$ cat config.mk
export PLATFORM = sky130hd
export DESIGN_NAME = salru_fifo
export DESIGN_NICKNAME = d
export VERILOG_FILES = /design/src/sv/salru_fifo.sv
export SDC_FILE = /design/constraint.sdc
export NUM_CORES = 1
export LEC_CHECK = 0
export BUFFER_PORTS_ARGS = -buffer_cell sky130_fd_sc_hd__buf_2
export CORE_MARGIN = 2
export CORE_UTILIZATION = 44
export DETAILED_ROUTE_END_ITERATION = 12
export PLACE_DENSITY_LB_ADDON = 0.05
export SETUP_SLACK_MARGIN = 0.2
export SLEW_MARGIN = 10
export SYNTH_ARGS = -nofsm -noshare
export SYNTH_HDL_FRONTEND = slang
export SYNTH_SLANG_ARGS = --single-unit
$ cat constraint.sdc
create_clock -name i_clk -period 1.5 [get_ports i_clk]
set_input_delay 0.15 -clock i_clk [delete_from_list [all_inputs] [get_ports i_clk]]
set_output_delay 0.15 -clock i_clk [all_outputs]
set_load 0.005 [all_outputs]
$ cat src/sv/salru_fifo.sv
// Short flop queue that decouples the address front end from the tag back end.
module salru_fifo #(
    parameter int WIDTH = 8,
    parameter int DEPTH = 2
) (
    input  logic             i_clk,
    input  logic             i_rst_n,
    input  logic             i_push,
    input  logic [WIDTH-1:0] i_data,
    output logic             o_full,
    input  logic             i_pop,
    output logic [WIDTH-1:0] o_data,
    output logic             o_empty
);

    localparam int PW = (DEPTH > 1) ? $clog2(DEPTH) : 1;
    localparam int CW = $clog2(DEPTH + 1);

    logic [WIDTH-1:0] r_mem [DEPTH];
    logic [PW-1:0]    r_wr_ptr, n_wr_ptr;
    logic [PW-1:0]    r_rd_ptr, n_rd_ptr;
    logic [CW-1:0]    r_count, n_count;
    logic             w_push, w_pop;

    assign o_full  = (r_count == CW'(DEPTH));
    assign o_empty = (r_count == '0);
    assign w_push  = i_push && !o_full;
    assign w_pop   = i_pop && !o_empty;
    assign o_data  = r_mem[r_rd_ptr];

    always_comb begin
        n_wr_ptr = r_wr_ptr;
        n_rd_ptr = r_rd_ptr;
        n_count  = r_count;
        if (w_push) begin
            n_wr_ptr = (r_wr_ptr == PW'(DEPTH - 1)) ? '0 : r_wr_ptr + PW'(1);
        end
        if (w_pop) begin
            n_rd_ptr = (r_rd_ptr == PW'(DEPTH - 1)) ? '0 : r_rd_ptr + PW'(1);
        end
        if (w_push && !w_pop) begin
            n_count = r_count + CW'(1);
        end else if (w_pop && !w_push) begin
            n_count = r_count - CW'(1);
        end
    end

    always_ff @(posedge i_clk) begin
        if (!i_rst_n) begin
            r_wr_ptr <= '0;
            r_rd_ptr <= '0;
            r_count  <= '0;
        end else begin
            r_wr_ptr <= n_wr_ptr;
            r_rd_ptr <= n_rd_ptr;
            r_count  <= n_count;
        end
    end

    always_ff @(posedge i_clk) begin
        if (w_push) begin
            r_mem[r_wr_ptr] <= i_data;
        end
    end

endmodule

# Word-level counts from Yosys, hierarchy flattened
# Memory sizes are Yosys's and may differ from the RTL's. A register that Yosys moved wholly into a read port is not among the register bits.
# Index checks and enable logic that the tools add are counted.
[word_totals] regBits=4 mem_bits_rw=16 elab_cells=27 n_memories=1
[mem_list] memory="r_mem" depth=2 word_bits=8 read_ports=1 rd_ports_with_merged_regs=1 wr=1 line_no="19" source="logic [WIDTH-1:0] r_mem [DEPTH];"
[op_classes] add_sub_neg=4 eq_ne=1 muxes=8 n_reduce_logical=10
[ops] cell="1-bit two-way mux" count=6
[ops] cell="1-bit logical AND" count=4
[ops] cell="1-bit logical NOT" count=4
[ops] cell="2-bit two-way mux" count=2
[ops] cell="1-bit adder (second input constant)" count=2
[ops] cell="2-bit by 1-bit adder with 2-bit output (second input constant)" count=1
[ops] cell="2-bit equality test (second input constant)" count=1
[ops] cell="2-bit logical NOT" count=1
[ops] cell="2-bit nonzero test" count=1
[ops] cell="2-bit by 1-bit subtractor with 2-bit output (second input constant)" count=1

# Logic depth before layout (Yosys ltp)
[logic_depth] depth_word=7 mapped_depth=7 mapped_depth_nobuf=7

# Least setup slack after synthesis
# OpenSTA, ideal clock, no wires.
[synth_path] path_type="register to register" from="reg r_count[0]" to="reg r_count[1]" t_arrival_ns=1.384 setup_slack_ns=0.046 stages_incl_launch_ff=7 period_less_slack_ns=1.454 path_cell_list="dfxtp_1 > nand2b_1 > inv_2 > nor2_1 > ha_1 > or3_1 > a21boi_1"
[synth_between] elab_chain_len=6
[synth_rtl] item="start, declared" line_no="22" source="logic [CW-1:0] r_count, n_count;"
[synth_rtl] item="start signal, assigned" line_no="56" source="r_count <= n_count;"
[synth_rtl] item="2-bit equality test (*)" line_no="25" source="assign o_full = (r_count == CW'(DEPTH));"
[synth_rtl] item="net o_full" line_no="10" source="output logic o_full,"
[synth_rtl] item="1-bit logical NOT (*)" line_no="27" source="assign w_push = i_push && !o_full;"
[synth_rtl] item="1-bit logical AND (*)" line_no="27"
[synth_rtl] item="1-bit logical NOT" line_no="43" source="end else if (w_pop && !w_push) begin"
[synth_rtl] item="1-bit logical AND" line_no="43"
[synth_rtl] item="2-bit nonzero test (no line)"
# The timed path passes the listed nets; every way through them passes the cells marked *. The select of a mux whose other input is x is not followed.
# A chain may end at the register's enable or synchronous reset.

# Worst setup path after layout
[layout_path] from="reg r_count[0]" to="reg r_count[1]"
[layout_between] elab_chain_len=6
[layout_rtl] item="2-bit equality test or 2-bit logical NOT (tied branches)" line_no="25, 26"
[layout_rtl] item="1-bit logical NOT (on tied branches)" line_no="27, 28"
[layout_rtl] item="1-bit logical AND (on tied branches)" line_no="27, 28"
[layout_rtl] item="1-bit logical NOT (on tied branches)" line_no="43, 41"
[layout_rtl] item="1-bit logical AND (on tied branches)" line_no="43, 41"
[layout_rtl] item="2-bit nonzero test (no line) or 2-bit two-way mux (tied branches)"
# Parallel ways exist; a longest one is shown, timed or not. The select of a mux whose other input is x is not followed.

==> reports/summary.txt <==
Post-synth top area cell: edfxtp_1
Wire length per cell: 11.98 µm
Critical Path Sink Type: flop
Reg clk slew, reported paths: 0.11 ns
CTS Buffer Depth: 2
Core area: 1727 µm²
Final hold violations: 0
Hold Slack: 0.03538 ns
Critical path required time: 1.73 ns
Initial antenna violation count: 0
Sink Count: 21
Max cap viols: 0
Initial Util: 46.88%
Vias/cell: 4.611
Worst Setup EP: r_count[1]
Top-count cell post-synth: edfxtp_1
Yosys Warn Count: 0
# IOs: 22
DRC: 0
Critical path type: reg2reg
Leakage: 0.4825 nW
Row cnt: 15
CTS tree: yes
Top cells by count, synth: edfxtp_1 (16), mux2_2 (8), dfxtp_1 (5)
Root Buffer: clkbuf_4
Fill cells: 134
FF-to-FF Start: r_count[0]
Tmin final: 1.409 ns
FMAX: 709.8 MHz
Worst-margin pin slew: 0.2006 ns
Number of slew-limit violations in the final report: 0
Syn Area/Cell: 16.19 µm²
RR Endpoint: r_count[1]
WP data arrival: 1.64 ns
Die Footprint: 2199 µm²
R2r worst-path depth: 7
GP Congestion: 0.6664
Seq/Total Area, Yosys: 71.72%
Yosys cell types: 20
CP startpoint: r_count[0]
Critical path peak fanout: 4
WL final: 1294 µm
Power Density: 1613 nW/µm²
RSZ-0062 raised after global routing: true
Post-synthesis net count: 63
Total GRT Usage: 12.34%
Seq cells post-synth: 21
Hold_buf cts: 0
Non-Filler Instances: 108
Vias after detailed routing: 498
Cells after DPL: 99
Total Power: 1.891 mW
Status: finished, final reports clean
Slew HR: 86.62%
Final period util: 93.92%
Clk_skew: 0.007234 ns
Post-Route Setup TNS: 0 ns
Die X: 46.90 µm
Mapped Cells: 50
CTS H-tree lvls: 1
Proportion of layout cells with a drive suffix above 1: 61.45%
Asr flop ratio synth: 0%
Post-synth EDFFs: 16
DR iter-0 viols: 9
GRT Residual Overflow: 0
Top FF cell, synth: edfxtp_1
Final WS setup: 0.09115 ns
Flop2flop setup slack: 0.09 ns
Via count of the first global-routing pass: 452
First-pass GRT wire length: 1849 µm
Post-DRT Antenna Nets: 0
Area contributors post-synth: edfxtp_1 (59%), dfxtp_1 (12%), mux2_2 (11%)
Final HPWL DP: 890.5 µm
Die Ht: 46.90 µm
Initial DRT Pass Iterations: 4
Worst setup SP type: flop
Endpoints failing setup: 0
Layout overhead on the synthesized area: 44.82%
Antenna cells: 0
Pin count of the biggest net entering global routing: 13
Setup WS pre-CTS: 0.06061 ns
Mapped cell area: 809.5 µm²
VDD IR-drop max: 1.116 mV
Clock buffer count from CTS: 3
Hold Path Class: in2reg
Yosys top cell area share: 59.35%
Port Buffers: 21
Worst skew pair latency: 0.29 ns
Nets: 97
-- area by class of cell --
class,instances,area (µm²),share of cell area (%)
clock buffers,3,22.52,1.921
clock inverters,1,5.005,0.4269
inverters,2,10.01,0.8538
multi-input cells,26,284.0,24.23
flip-flops and latches,21,589.3,50.27
well taps,25,31.28,2.668
repair buffers,30,230.2,19.64
-- cells in the final DEF, fill, tap and decap left out, types with 2 or more instances in the layout --
master	instances
buf_6	10
clkbuf_4	3
xnor2_1	2
and2_1	3
buf_2	13
dfxtp_1	2
mux2_4	8
buf_4	7
dfxtp_4	2
edfxtp_1	16
-- metal layers --
metal | wire length [µm] | global-route usage, %
met4 | 5 | 5.000
met3 | 38 | 3.462
met1 | 564 | 14.14
met5 | 0 | 0
met2 | 686 | 21.64
-- stage by stage --
step,utilization (%),instance area (µm²)
2_1_floorplan,-,825.8
3_3_place_gp,57.17,987.2
3_5_place_dp,57.17,987.2
4_1_cts,65.72,1135
5_1_grt,67.90,1172
6_report,67.90,1172
-- critical path: stages (launching register included) --
cell      delay (ns)
dfxtp_4         0.38
nand2b_4        0.15
inv_4           0.06
nor2_4          0.03
ha_4            0.16
xor2_1          0.14
or3_1           0.31
a21boi_1        0.12
-- where the power goes --
group | switching [mW] | internal, mW | total [mW]
combinational | 0.267 | 0.510 | 0.777
sequential | 0.101 | 0.758 | 0.859
clock | 0.156 | 0.0991 | 0.255
-- kinds of logic after synthesis --
kind of cell / Yosys count / synth area share, %
flops: 21 / 71.72
simple gates: 9 / 6.803
mux: 8 / 11.13
compound gates: 5 / 4.018
xor+xnor: 3 / 3.246
buf+inv: 3 / 1.544
fa+ha+maj: 1 / 1.545
-- flip-flops by register name, indices dropped and copies added (netlist names), named ones only --
name      cells
r_wr_ptr      1
r_rd_ptr      1
r_mem        16
r_count       2
-- timing repair --
action | 4_1_cts | 5_1_grt
setup buffers | 4 | 1
pin swaps | 2 | 2
endpoints found under the hold margin | 0 | 0
endpoints found under the setup margin | 10 | 17
resized for setup | 20 | 6
-- how the worst min path moves through the flow --
stage,depth (start not counted),endpoint,startpoint
final,1,r_mem[0][1],i_data[1]
after CTS,1,r_mem[0][1],i_data[1]
after detailed placement,1,r_mem[0][7],i_data[7]
after global routing,1,r_mem[1][0],i_data[0]
after global placement,1,r_mem[0][4],i_data[4]
after floorplan,0,r_mem[0][0],i_data[0]
No activity file was read; power rests on OpenSTA's default activity.
