<file path="src/sv/salru_pkg.sv">
// Shared types, constants and the divider step for the set-associative LRU hit counter.
package salru_pkg;

    localparam int ADDR_W      = 32;
    localparam int LB_W        = 13;
    localparam int SC_W        = 11;
    localparam int WC_W        = 4;
    localparam int TOTAL_W     = 48;
    localparam int STAMP_W     = 64;
    localparam int SET_FIELD_W = 16;
    localparam int PADDR_W     = 4;
    localparam int PDATA_W     = 32;
    localparam int ENTRY_W     = 1 + ADDR_W + STAMP_W;
    localparam int DIV_CYCLES  = ADDR_W / 2;
    localparam int CNT_W       = $clog2(DIV_CYCLES);

    localparam logic [1:0] REG_LINE_BYTES = 2'd0;
    localparam logic [1:0] REG_SET_COUNT  = 2'd1;
    localparam logic [1:0] REG_WAY_COUNT  = 2'd2;

    typedef enum logic [1:0] {
        F_IDLE,
        F_DIV,
        F_MOD,
        F_PUSH
    } t_front_state;

    typedef enum logic [1:0] {
        B_CLEAR,
        B_IDLE,
        B_SCAN,
        B_COMMIT
    } t_back_state;

    typedef struct packed {
        logic [ADDR_W-1:0]      line;
        logic [SET_FIELD_W-1:0] set;
    } t_job;

    typedef struct packed {
        logic               valid;
        logic [ADDR_W-1:0]  tag;
        logic [STAMP_W-1:0] stamp;
    } t_entry;

    typedef struct packed {
        logic               hit;
        logic [2:0]         way_used;
        logic [TOTAL_W-1:0] total_hits;
        logic [TOTAL_W-1:0] total_misses;
    } t_result;

    typedef struct packed {
        logic [LB_W-1:0]   rem;
        logic [ADDR_W-1:0] quo;
    } t_div;

    // One restoring division step: shift in the next dividend bit, subtract if it fits.
    function automatic t_div div_step(input logic [LB_W-1:0] rem, input logic [ADDR_W-1:0] quo,
                                      input logic [LB_W-1:0] dv);
        logic [LB_W:0] t;
        logic          q;
        t_div          r;
        t = {rem, quo[ADDR_W-1]};
        q = (t >= {1'b0, dv});
        if (q) begin
            t = t - {1'b0, dv};
        end
        r.rem = t[LB_W-1:0];
        r.quo = {quo[ADDR_W-2:0], q};
        return r;
    endfunction

endpackage

</file>
<file path="src/sv/salru_front.sv">
// Front end: takes an address, derives line number and set with a shared radix-4 divider.
module salru_front
    import salru_pkg::*;
(
    input  logic              i_clk,
    input  logic              i_rst_n,
    input  logic              i_push,
    input  logic [ADDR_W-1:0] i_address,
    input  logic              i_hold,
    output logic              o_full,
    input  logic [LB_W-1:0]   i_line_bytes,
    input  logic [SC_W-1:0]   i_set_count,
    output logic              o_job_push,
    output t_job              o_job,
    input  logic              i_job_full
);

    t_front_state      r_state, n_state;
    logic [CNT_W-1:0]  r_cnt, n_cnt;
    logic [ADDR_W-1:0] r_quo, n_quo;
    logic [LB_W-1:0]   r_rem, n_rem;
    logic [LB_W-1:0]   r_div, n_div;
    logic [ADDR_W-1:0] r_line, n_line;
    t_div              w_d1, w_d2;

    // Two dependent quotient bits per cycle.
    assign w_d1 = div_step(r_rem, r_quo, r_div);
    assign w_d2 = div_step(w_d1.rem, w_d1.quo, r_div);

    assign o_full    = (r_state != F_IDLE) || i_hold;
    assign o_job.line = r_line;
    assign o_job.set  = SET_FIELD_W'(r_rem);

    always_comb begin
        n_state    = r_state;
        n_cnt      = r_cnt;
        n_quo      = r_quo;
        n_rem      = r_rem;
        n_div      = r_div;
        n_line     = r_line;
        o_job_push = 1'b0;
        case (r_state)
            F_IDLE: begin
                if (i_push && !i_hold) begin
                    n_quo   = i_address;
                    n_rem   = '0;
                    n_div   = i_line_bytes;
                    n_cnt   = '0;
                    n_state = F_DIV;
                end
            end
            F_DIV: begin
                n_quo = w_d2.quo;
                n_rem = w_d2.rem;
                n_cnt = r_cnt + CNT_W'(1);
                if (r_cnt == CNT_W'(DIV_CYCLES - 1)) begin
                    // quotient is the line number; divide it again by the set count
                    n_line  = w_d2.quo;
                    n_rem   = '0;
                    n_div   = LB_W'(i_set_count);
                    n_cnt   = '0;
                    n_state = F_MOD;
                end
            end
            F_MOD: begin
                n_quo = w_d2.quo;
                n_rem = w_d2.rem;
                n_cnt = r_cnt + CNT_W'(1);
                if (r_cnt == CNT_W'(DIV_CYCLES - 1)) begin
                    n_state = F_PUSH;
                end
            end
            F_PUSH: begin
                if (!i_job_full) begin
                    o_job_push = 1'b1;
                    n_state    = F_IDLE;
                end
            end
            default: begin
                n_state = F_IDLE;
            end
        endcase
    end

    always_ff @(posedge i_clk) begin
        if (!i_rst_n) begin
            r_state <= F_IDLE;
        end else begin
            r_state <= n_state;
        end
    end

    always_ff @(posedge i_clk) begin
        r_cnt  <= n_cnt;
        r_quo  <= n_quo;
        r_rem  <= n_rem;
        r_div  <= n_div;
        r_line <= n_line;
    end

endmodule

</file>
<file path="config.mk">
export PLATFORM = sky130hd
export DESIGN_NAME = salru_front
export DESIGN_NICKNAME = d
export VERILOG_FILES = /design/src/sv/salru_pkg.sv /design/src/sv/salru_front.sv
export SDC_FILE = /design/constraint.sdc
export NUM_CORES = 1
export LEC_CHECK = 0
export BUFFER_PORTS_ARGS = -buffer_cell sky130_fd_sc_hd__clkbuf_2
export CORE_MARGIN = 2
export CORE_UTILIZATION = 50
export CTS_CLUSTER_DIAMETER = 120
export CTS_CLUSTER_SIZE = 12
export DETAILED_ROUTE_END_ITERATION = 7
export PLACE_DENSITY = 0.87
export SYNTH_ARGS = -nofsm -noshare
export SYNTH_HDL_FRONTEND = slang
export SYNTH_SLANG_ARGS = --single-unit
export TNS_END_PERCENT = 5
</file>
<file path="constraint.sdc">
create_clock -name i_clk -period 5.2 [get_ports i_clk]
set_clock_uncertainty 0.2 [all_clocks]
set_input_delay 0.52 -clock i_clk [delete_from_list [all_inputs] [get_ports i_clk]]
set_output_delay 0.52 -clock i_clk [all_outputs]
set_load 0.01 [all_outputs]
</file>
Yosys cells after proc, flatten, opt, wreduce, memory -nomap -nowiden --
Index checks and enable logic that the tools add are counted.
Storage, ports and cells: register bits 96, latch bits 0, memory bits (writable) 0, memory bits (read-only) 0, input bits 61, logic and storage cells 53, memories 0
Operators by class: add/subtract/negate cells 3, $mul 0, div/mod/pow operators 0, $lt $le $gt $ge 2, equality and inequality tests 8, shifts and indexed selects 0, multiplexer cells 20, bitwise gates (word level) 0, reductions and logical operators 14
Operator list (count):
- 2-to-1 mux 13 bit | 6
- one-hot mux 32 bit (2 select lines) | 1
- one-hot mux 13 bit (3 select lines) | 1
- 2-to-1 mux 32 bit | 1
- greater-or-equal comparator 14 x 13 -> 1 bit | 2
- one-hot mux 13 bit (2 select lines) | 1
- subtractor 13 bit | 2
- one-hot mux 4 bit (3 select lines) | 1
- 2-to-1 mux 2 bit | 4
- 2-to-1 mux 4 bit | 2
- inequality test 2 bit, second input constant | 4
- one-hot mux 2 bit (4 select lines) | 1
- AND reduction 2 bit | 3
- nonzero test 2 bit | 3
- adder 4 x 1 -> 4 bit, second input constant | 1
- == test 2 bit, second input constant | 2
- == test 4 bit, second input constant | 1
- AND reduction 4 bit | 1
- AND reduction 3 bit | 1
- nonzero test 3 bit | 1
- == test 2 x 1 -> 1 bit, second input constant | 1
- logical NOT 2 bit | 1
- 2-to-1 mux 1 bit | 2
- OR reduction 2 bit | 1
- 3 further kinds | 3

Logic depth before layout (Yosys ltp) --
Gate-level depths: netlist (run 1).
depth after elaboration 6, gate-level depth with buffers 21, depth with buffers taken out 18

Worst setup path before layout (run 1) --
No wires, ideal clock.
kind reg-to-reg, start point register r_rem[5], end point register r_rem[1], data pin, setup time 0.266 ns, data arrival time 4.783 ns, required time 4.734 ns, slack -0.049 ns, stages on the path, launching flop included 20, buffers on the path 3, cells stage by stage edfxtp_1 -> ha_1 -> or2_1 -> and3_1 -> or4_1 -> a311o_1 -> buf_6 -> clkbuf_1 -> nor2_1 -> a21oi_1 -> fa_1 -> a21o_1 -> a221oi_1 -> o211a_1 -> o21ai_0 -> a21o_1 -> a211oi_4 -> buf_6 -> mux2i_1 -> nor2_1
On the way: word-level cells in the longest chain between the ends 6, elaborated cells between the ends (all ways) 8, those cells by class 2 x add/sub; 2 x order compare; 4 x mux
Ends and longest elaborated chain:
- from (decl) | RTL line salru_front.sv:21 | logic [LB_W-1:0] r_rem, n_rem;
- from (signal assigned) | RTL line salru_front.sv:96 | r_rem <= n_rem;
- greater-or-equal comparator 14 x 13 -> 1 bit / subtractor 13 bit (equally long branches) | RTL line salru_pkg.sv:65, salru_pkg.sv:67
- 2-to-1 mux 13 bit (*) | RTL line salru_pkg.sv:66 | if (q) begin
- subtractor 13 bit / greater-or-equal comparator 14 x 13 -> 1 bit (equally long branches) | RTL line salru_pkg.sv:67, salru_pkg.sv:65
- 2-to-1 mux 13 bit (*) | RTL line salru_pkg.sv:66
- 2-to-1 mux 13 bit | RTL line salru_front.sv:56 | if (r_cnt == CNT_W'(DIV_CYCLES - 1)) begin
- one-hot mux 13 bit (3 select lines) (*) | RTL line salru_front.sv:42 | case (r_state)
- named net n_rem[1] | RTL line salru_front.sv:21
Mark *: on every way through the listed nets, which the timed path passes. The rest lies on a longest branch. A chain may end at the register's enable or synchronous reset.

Worst setup path in the final report (run 1) --
start point register r_rem[5], end point register r_rem[3], data pin
Same word-level chain as after synthesis.

==> flow_metrics.py, run 1 <==
metrics = {
    "outcome": {
        "status": "completed",
    },
    "setup_path": {
        "crit_required_ps": 5100,
        "crit_path_end_kind": "flip-flop",
        "start_kind": "flip-flop",
        "cp.arrival_ps": 4930,
        "rrSetupSlack_ps": 180,
        "crit_type": "reg -> reg",
        "path_max_fanout": 5,
        "rr_worst_depth": 19,
    },
    "synth": {
        "synth_edf_count": 94,
        "avgSynthCellArea_um2": 12.68,
        "seq_area_frac_synth_pct": 54.80,
        "netlist_instances": 412,
        "yosysUniqueCellTypes": 49,
        "yosys_warnings": 0,
        "synth_area_um2": 5224,
        "ys_async_sr_fraction_pct": 0,
        "synth_top_flop_cell": "edfxtp_1",
        "ys_ff_latch": 96,
    },
    "final_layout": {
        "stdcell_area_um2": 6302,
        "final_common_cell": "clkbuf_2",
        "nFillCells": 742,
        "multi_input_area_um2": 2282,
        "drive_gt1_share_pct": 37.41,
        "seqCellArea_um2": 2863,
        "antenna_cells": 0,
        "fin_nets": 630,
        "layout_common_cells": "clkbuf_2, edfxtp_1, mux2_2, nor2_1, ha_1",
        "syn_to_final_growth_pct": 20.65,
    },
    "global_routing": {
        "antenna_found_initial": 0,
        "grt_pass1_wl_mm": 18.31,
        "grt_usage_pct": 20.86,
        "grt_pass1_vias": 3807,
        "grt_overflow": 0,
        "grt_start_max_net_pins": 35,
    },
    "drt": {
        "route.detailed.drc": 0,
        "drt_pass1_iterations": 5,
        "viasPerCell": 5.623,
        "drtAntennaViolNets": 0,
        "drt_iter0_drc": 236,
        "wl_per_cell_um": 17.67,
        "wl_mm": 11.95,
        "vias": 3801,
    },
    "floorplan": {
        "fp.dieW_um": 106.2,
        "initial_core_util_pct": 51.06,
        "fp-row-count": 37,
        "dieArea_um2": 11280,
        "chipHeight_um": 106.2,
        "num_io_pins": 111,
        "core-area_um2": 10230,
    },
    "sta": {
        "relSlewSlack_pct": 51.74,
        "max_freq_ghz": 0.1991,
        "tightest_slew_ps": 723.9,
        "hold_viol_final": 0,
        "finalMaxSlewViolations": 0,
        "period_minus_slack_ps": 5024,
        "period_share_pct": 96.61,
        "setup_viol": 0,
    },
    "place": {
        "hpwl_mm": 8.770,
        "portBuffers": 107,
        "globalplace.congestion": 0.8528,
        "dpl-instance-area_um2": 5963,
    },
    "clocking": {
        "ctsLongestPathBuffers": 2,
        "clkSinkCount": 96,
        "cts-root-buf": "clkbuf_8",
        "htreeDepth": 3,
        "numCtsBuffers": 9,
        "hold_buffers": 0,
        "tritoncts": "built",
        "clock_latency_ps": 350,
        "clk_pin_slew_worst_paths_ps": 80,
    },
    "hold_path": {
        "min_path_type": "in -> reg",
        "holdPathStages": 2,
    },
    "job": {
        "drv_cap": 0,
    },
}
[synthesized netlist by cell type, types with 6 or more instances]
master    count  share of area, %
edfxtp_1     94                54
mux2_2       45               9.7
nor2_1       39               2.8
ha_1         32               7.7
inv_1        27               1.9
a21oi_1      20               1.9
mux2i_1      12               2.3
xnor2_1      12               2.0
nand2_1      10              0.72
o21ai_0      10              0.96
a21o_1        9               1.3
clkbuf_1      9              0.65
nor2b_1       7              0.84
xor2_1        7               1.2
and3_1        6              0.72
nor3_1        6              0.57
[critical path: stages (launching register included)]
cell	delay (ps)
edfxtp_1	450
ha_4	280
or2_1	260
and3_1	220
or4_4	510
a311o_2	390
buf_4	160
nor2_1	110
a21oi_2	60
ha_2	340
and3_1	250
a221oi_4	330
o211a_1	190
o21ai_0	80
a21o_1	210
a211oi_4	170
buf_6	160
buf_12	120
mux2i_1	230
nor2_1	60
[per-stage QoR]
stage,worst slack (ps),instances,hold slack (ps),util (%),setup TNS (ps)
final,176.2,676,195.2,61.60,0
after global routing,-58.09,676,195.3,61.60,-240.1
after CTS,13.47,668,179.0,59.97,0
after detailed placement,-28.42,652,227.9,58.29,-28.42
after global placement,174.8,652,226.0,58.29,0
after floorplan,18.60,414,220.4,-,0
[worst paths after layout]
check | to | from
max | r_rem[3]$_DFFE_PP_ | r_rem[5]$_DFFE_PP_
max reg2reg | r_rem[3]$_DFFE_PP_ | r_rem[5]$_DFFE_PP_
min | r_state[1]$_SDFFE_PN0P_ | i_rst_n
min reg2reg | r_line[2]$_DFFE_PP_ | r_quo[0]$_DFFE_PP_
[per-layer routing]
metal / global-route usage (%) / vias up / wire length, µm
li1: - / 1776 / -
met1: 24.22 / 1842 / 4502
met2: 36.86 / 157 / 6232
met3: 5.763 / 26 / 922
met4: 7.519 / 0 / 290
met5: 0 / - / 0
[cell families (layout without fill, tap and decap cells)]
logic type               Yosys count  after routing  synth area share [%]
adder cells (fa/ha/maj)           34             34                 8.431
buffers and inverters             42            167                 3.521
other                              1              3               0.07179
multiplexers                      57             57                 12.00
flip-flops                        96             96                 54.80
XOR/XNOR                          19             19                 3.186
AO/OA/AOI/OAI                     70             71                 9.198
AND/OR/NAND/NOR                   93             93                 8.790
[what timing repair did]
item | in CTS | in global routing
pin swaps | 1 | 4
setup buffers | 0 | 5
gates resized for setup | 1 | 13
endpoints found under the setup margin | 11 | 15
gates cloned | 0 | 3
endpoints found under the hold margin | 0 | 0
[registers in the layout, indices dropped and copies added, names as in the netlist]
name	count
r_cnt	4
r_div	13
r_line	32
r_quo	32
r_rem	13
r_state	2
[final cells by class]
| type | instances | share of cell area (%) |
|---|---|---|
| clock buffer | 11 | 2.085 |
| clock inverter | 5 | 0.6353 |
| inverter | 27 | 1.608 |
| multi-input combinational | 277 | 36.21 |
| sequential | 96 | 45.42 |
| tap | 136 | 2.700 |
| timing repair buffer | 124 | 11.34 |
Power of run 1 is not shown: default switching activity piles up to over one toggle a cycle in this logic, so the estimate is an artifact.
==> inputs of run 2 (changes only) <==
--- a/config.mk
+++ b/config.mk
@@ -11,7 +11,9 @@
 export CTS_CLUSTER_DIAMETER = 120
 export CTS_CLUSTER_SIZE = 12
 export DETAILED_ROUTE_END_ITERATION = 7
+export MAX_ROUTING_LAYER = met4
 export PLACE_DENSITY = 0.87
+export SETUP_SLACK_MARGIN = 0.1
 export SYNTH_ARGS = -nofsm -noshare
 export SYNTH_HDL_FRONTEND = slang
 export SYNTH_SLANG_ARGS = --single-unit
==> flow_metrics.py, run 2 (synthesized netlist as in run 1, its figures left out) <==
metrics = {
    "outcome": {
        "status": "completed",
    },
    "global_routing": {
        "grt_start_max_net_pins": 33,
        "grt_pass1_vias": 3704,
        "grt_pass1_wl_mm": 17.76,
        "grt_usage_pct": 21.25,
        "antenna_found_initial": 0,
        "grt_overflow": 0,
    },
    "drt": {
        "drtAntennaViolNets": 0,
        "wl_per_cell_um": 17.35,
        "wl_mm": 11.73,
        "drt_iter0_drc": 331,
        "viasPerCell": 5.450,
        "vias": 3684,
        "drt_pass1_iterations": 5,
        "route.detailed.drc": 0,
    },
    "clocking": {
        "numCtsBuffers": 9,
        "ctsLongestPathBuffers": 2,
        "clkSinkCount": 96,
        "clk_pin_slew_worst_paths_ps": 90,
        "cts-root-buf": "clkbuf_8",
        "htreeDepth": 3,
        "clock_latency_ps": 360,
        "hold_buffers": 0,
        "tritoncts": "built",
    },
    "sta": {
        "relSlewSlack_pct": 53.07,
        "hold_viol_final": 0,
        "setup_viol": 0,
        "period_share_pct": 95.27,
        "period_minus_slack_ps": 4954,
        "setup_tns_ps": 0,
        "finalMaxSlewViolations": 0,
        "rsz0062_at_grt": "false",
        "max_freq_ghz": 0.2018,
        "tightest_slew_ps": 704.0,
    },
    "floorplan": {
        "fp-row-count": 37,
        "initial_core_util_pct": 51.06,
        "core-area_um2": 10230,
        "chipHeight_um": 106.2,
        "dieArea_um2": 11280,
        "num_io_pins": 111,
        "fp.dieW_um": 106.2,
    },
    "setup_path": {
        "cp.arrival_ps": 4870,
        "crit_required_ps": 5120,
        "start_kind": "flip-flop",
        "crit_path_end_kind": "flip-flop",
        "path_max_fanout": 8,
        "rrSetupSlack_ps": 250,
        "crit_type": "reg -> reg",
    },
    "final_layout": {
        "nFillCells": 753,
        "reg_top3": "r_line: 32 flops, r_quo: 32 flops",
        "antenna_cells": 0,
        "layout_common_cells": "clkbuf_2, edfxtp_1, mux2_2, nor2_1, ha_1",
        "drive_gt1_share_pct": 39.07,
        "syn_to_final_growth_pct": 20.67,
        "final_common_cell": "clkbuf_2",
        "fin_nets": 631,
    },
    "place": {
        "hpwl_mm": 8.783,
        "globalplace.congestion": 0.8636,
        "portBuffers": 107,
    },
    "hold_path": {
        "min_path_type": "in -> reg",
    },
    "job": {
        "drv_cap": 0,
    },
}
==> run 2: per-stage QoR <==
| stage | worst slack, ps | hold WS (ps) | util (%) | cell area, µm² | instances |
|---|---|---|---|---|---|
| after floorplan | 121.0 | 220.4 | - | 5264 | 414 |
| after global placement | 230.9 | 223.1 | 58.60 | 5996 | 653 |
| after detailed placement | 73.72 | 234.5 | 58.60 | 5996 | 653 |
| after CTS | 108.5 | 180.6 | 60.22 | 6161 | 668 |
| after global routing | 94.42 | 198.5 | 61.61 | 6304 | 676 |
| final | 245.7 | 197.2 | 61.61 | 6304 | 676 |
==> run 2: critical path: stages, from the launching register on <==
cell,delay (ps)
edfxtp_1,480
ha_4,270
a211o_1,250
and3_1,190
or4_1,470
a311o_2,390
buf_4,200
nor2_2,120
a21oi_2,70
fa_2,350
a21o_1,190
a221oi_2,320
o211a_1,180
o21ai_0,90
a21o_1,200
a211oi_4,280
clkbuf_16,220
mux2i_1,190
nor2_1,60
==> run 2: layer usage <==
layer,track usage [%],part of all wire (%),vias to the layer above
met5,-,0,-
met4,8.083,2.1,0
met3,3.495,4.9,21
met2,36.86,52,127
met1,24.85,41,1765
li1,-,-,1771
==> run 2: worst paths after layout <==
path / end / cells after the start / startpoint
min: r_state[0]$_SDFFE_PN0P_ / 2 / i_rst_n
max: r_rem[5]$_DFFE_PP_ / 18 / r_rem[4]$_DFFE_PP_
min reg2reg: r_line[24]$_DFFE_PP_ / 0 / r_quo[22]$_DFFE_PP_
max reg2reg: r_rem[5]$_DFFE_PP_ / 18 / r_rem[4]$_DFFE_PP_
==> run 2: area by class of cell <==
class / instances / area [µm²] / share of cell area [%]
Timing Repair Buffer: 126 / 708.2 / 11.23
Multi-Input combinational cell: 276 / 2301 / 36.50
Sequential cell: 96 / 2863 / 45.41
Inverter: 27 / 101.3 / 1.608
Tap cell: 136 / 170.2 / 2.699
Clock inverter: 4 / 28.78 / 0.4565
Clock buffer: 11 / 131.4 / 2.084
==> run 2: repair_timing <==
item                                    CTS  global route
gates cloned                              0             1
endpoints found under the hold margin     0             0
pin swaps                                 0             7
gates resized for setup                   1            17
endpoints found under the setup margin   12            15
buffers inserted                          0             7
Power of run 2 is left out for the same reason.
==> inputs of run 3 (changes only) <==
--- a/config.mk
+++ b/config.mk
@@ -8,6 +8,7 @@
 export BUFFER_PORTS_ARGS = -buffer_cell sky130_fd_sc_hd__clkbuf_2
 export CORE_MARGIN = 2
 export CORE_UTILIZATION = 50
+export CTS_BUF_LIST = sky130_fd_sc_hd__clkbuf_8
 export CTS_CLUSTER_DIAMETER = 120
 export CTS_CLUSTER_SIZE = 12
 export DETAILED_ROUTE_END_ITERATION = 7
==> flow_metrics.py, run 3 (synthesized netlist as in run 1, its figures left out) <==
metrics = {
    "clocking": {
        "hold_buffers": 0,
        "ctsLongestPathBuffers": 2,
        "clk_pin_slew_worst_paths_ps": 90,
        "cts-root-buf": "clkbuf_8",
        "htreeDepth": 3,
        "numCtsBuffers": 9,
        "clock_latency_ps": 360,
        "tritoncts": "built",
        "clkSinkCount": 96,
    },
    "sta": {
        "hold_viol_final": 0,
        "setup_tns_ps": 0,
        "setup_viol": 0,
        "tightest_slew_ps": 697.6,
        "finalMaxSlewViolations": 0,
        "rsz0062_at_grt": "false",
        "layout_setup_ws_ps": 252.9,
        "max_freq_ghz": 0.2021,
        "period_minus_slack_ps": 4947,
        "period_share_pct": 95.14,
        "relSlewSlack_pct": 53.49,
    },
    "place": {
        "hpwl_mm": 8.783,
        "globalplace.congestion": 0.8636,
        "dp_slack_ps": 73.72,
        "portBuffers": 107,
        "dp.cells": 653,
    },
    "final_layout": {
        "layout_common_cells": "clkbuf_2, edfxtp_1, mux2_2, nor2_1",
        "drive_gt1_share_pct": 39.19,
        "stdcell_count": 677,
        "final_common_cell": "clkbuf_2",
        "fin_nets": 632,
        "antenna_cells": 0,
        "syn_to_final_growth_pct": 20.81,
        "reg_top3": "r_line: 32 flops, r_quo: 32 flops",
    },
    "global_routing": {
        "grt_usage_pct": 21.25,
        "grt_start_max_net_pins": 33,
        "grt_pass1_wl_mm": 17.76,
        "grt_overflow": 0,
        "grt_pass1_vias": 3704,
        "antenna_found_initial": 0,
    },
    "drt": {
        "wl_per_cell_um": 17.40,
        "viasPerCell": 5.455,
        "vias": 3693,
        "drt_iter0_drc": 306,
        "drt_pass1_iterations": 5,
        "wl_mm": 11.78,
        "drtAntennaViolNets": 0,
        "route.detailed.drc": 0,
    },
    "setup_path": {
        "start_kind": "flip-flop",
        "path_max_fanout": 8,
        "cp-startpoint": "r_rem[4]$_DFFE_PP_",
        "crit_path_end_kind": "flip-flop",
        "critPathCapture": "r_rem[7]$_DFFE_PP_",
        "timing.rr.start": "r_rem[4]$_DFFE_PP_",
        "rrSetupSlack_ps": 250,
        "crit_type": "reg -> reg",
        "rr_worst_depth": 18,
        "crit_required_ps": 5120,
        "r2r_end": "r_rem[7]$_DFFE_PP_",
        "cp.arrival_ps": 4870,
    },
    "outcome": {
        "status": "completed",
    },
    "hold_path": {
        "min_path_type": "in -> reg",
    },
    "floorplan": {
        "chipHeight_um": 106.2,
        "initial_core_util_pct": 51.06,
        "num_io_pins": 111,
        "fp-row-count": 37,
        "fp.dieW_um": 106.2,
        "core-area_um2": 10230,
        "dieArea_um2": 11280,
    },
    "job": {
        "drv_cap": 0,
    },
}
run 3: changes by cell type in the layout (fill, tap and decap cells not counted):
| cell | delta |
|---|---|
| buf_4 | +1 |
| inv_1 | +2 |
| clkbuf_1 | -2 |
run 3: metrics by stage:
stage	utilization (%)	cell area, µm²	hold slack, ps
2_1_floorplan	-	5264	220.4
5_1_grt	61.69	6311	198.5
3_3_place_gp	58.60	5996	223.1
6_report	61.69	6311	196.2
3_5_place_dp	58.60	5996	234.5
4_1_cts	60.22	6161	180.6
run 3: what timing repair did:
item                       in CTS  in global routing
pin swaps                       0                  7
setup endpoints to repair      12                 15
gates cloned                    0                  1
gates resized for setup         1                 17
buffers inserted                0                  8
run 3: worst min path at each step:
stage / endpoint / cells past startpoint / slack [ps] / startpoint
2_1_floorplan: r_line[10]$_DFFE_PP_ / 0 / 220 / r_quo[8]$_DFFE_PP_
3_5_place_dp: r_line[13]$_DFFE_PP_ / 0 / 230 / r_quo[11]$_DFFE_PP_
6_report: r_state[0]$_SDFFE_PN0P_ / 2 / 200 / i_rst_n
3_3_place_gp: r_line[25]$_DFFE_PP_ / 0 / 220 / r_quo[23]$_DFFE_PP_
5_1_grt: r_state[0]$_SDFFE_PN0P_ / 2 / 200 / i_rst_n
4_1_cts: r_state[0]$_SDFFE_PN0P_ / 2 / 180 / i_rst_n
run 3: layer usage:
layer | vias up | global-route usage, % | part of all wire [%]
met5 | - | - | 0
met4 | 0 | 8.083 | 2.0
met3 | 15 | 3.495 | 5.3
met2 | 124 | 36.86 | 52
met1 | 1785 | 24.85 | 41
li1 | 1769 | - | -
run 3: cell type report:
class / instances / area (µm²)
inverters: 27 / 101.3
fillers: 752 / 3920
clock inverters: 6 / 36.28
well taps: 136 / 170.2
clock buffers: 9 / 123.9
repair buffers: 127 / 715.7
multi-input cells: 276 / 2301
flip-flops and latches: 96 / 2863
run 3: critical path: stages, from the launching register on:
cell and delay (ps):
edfxtp_1 480, ha_4 270, a211o_1 250, and3_1 180
or4_1 460, a311o_2 380, buf_4 190, nor2_2 110
a21oi_2 70, fa_2 350, a21o_1 190, a221oi_2 320
o211a_1 180, o21ai_0 90, a21o_1 200, a211oi_4 280
buf_12 180, mux2i_1 230, nor2_1 60
Power of run 3 is left out for the same reason.
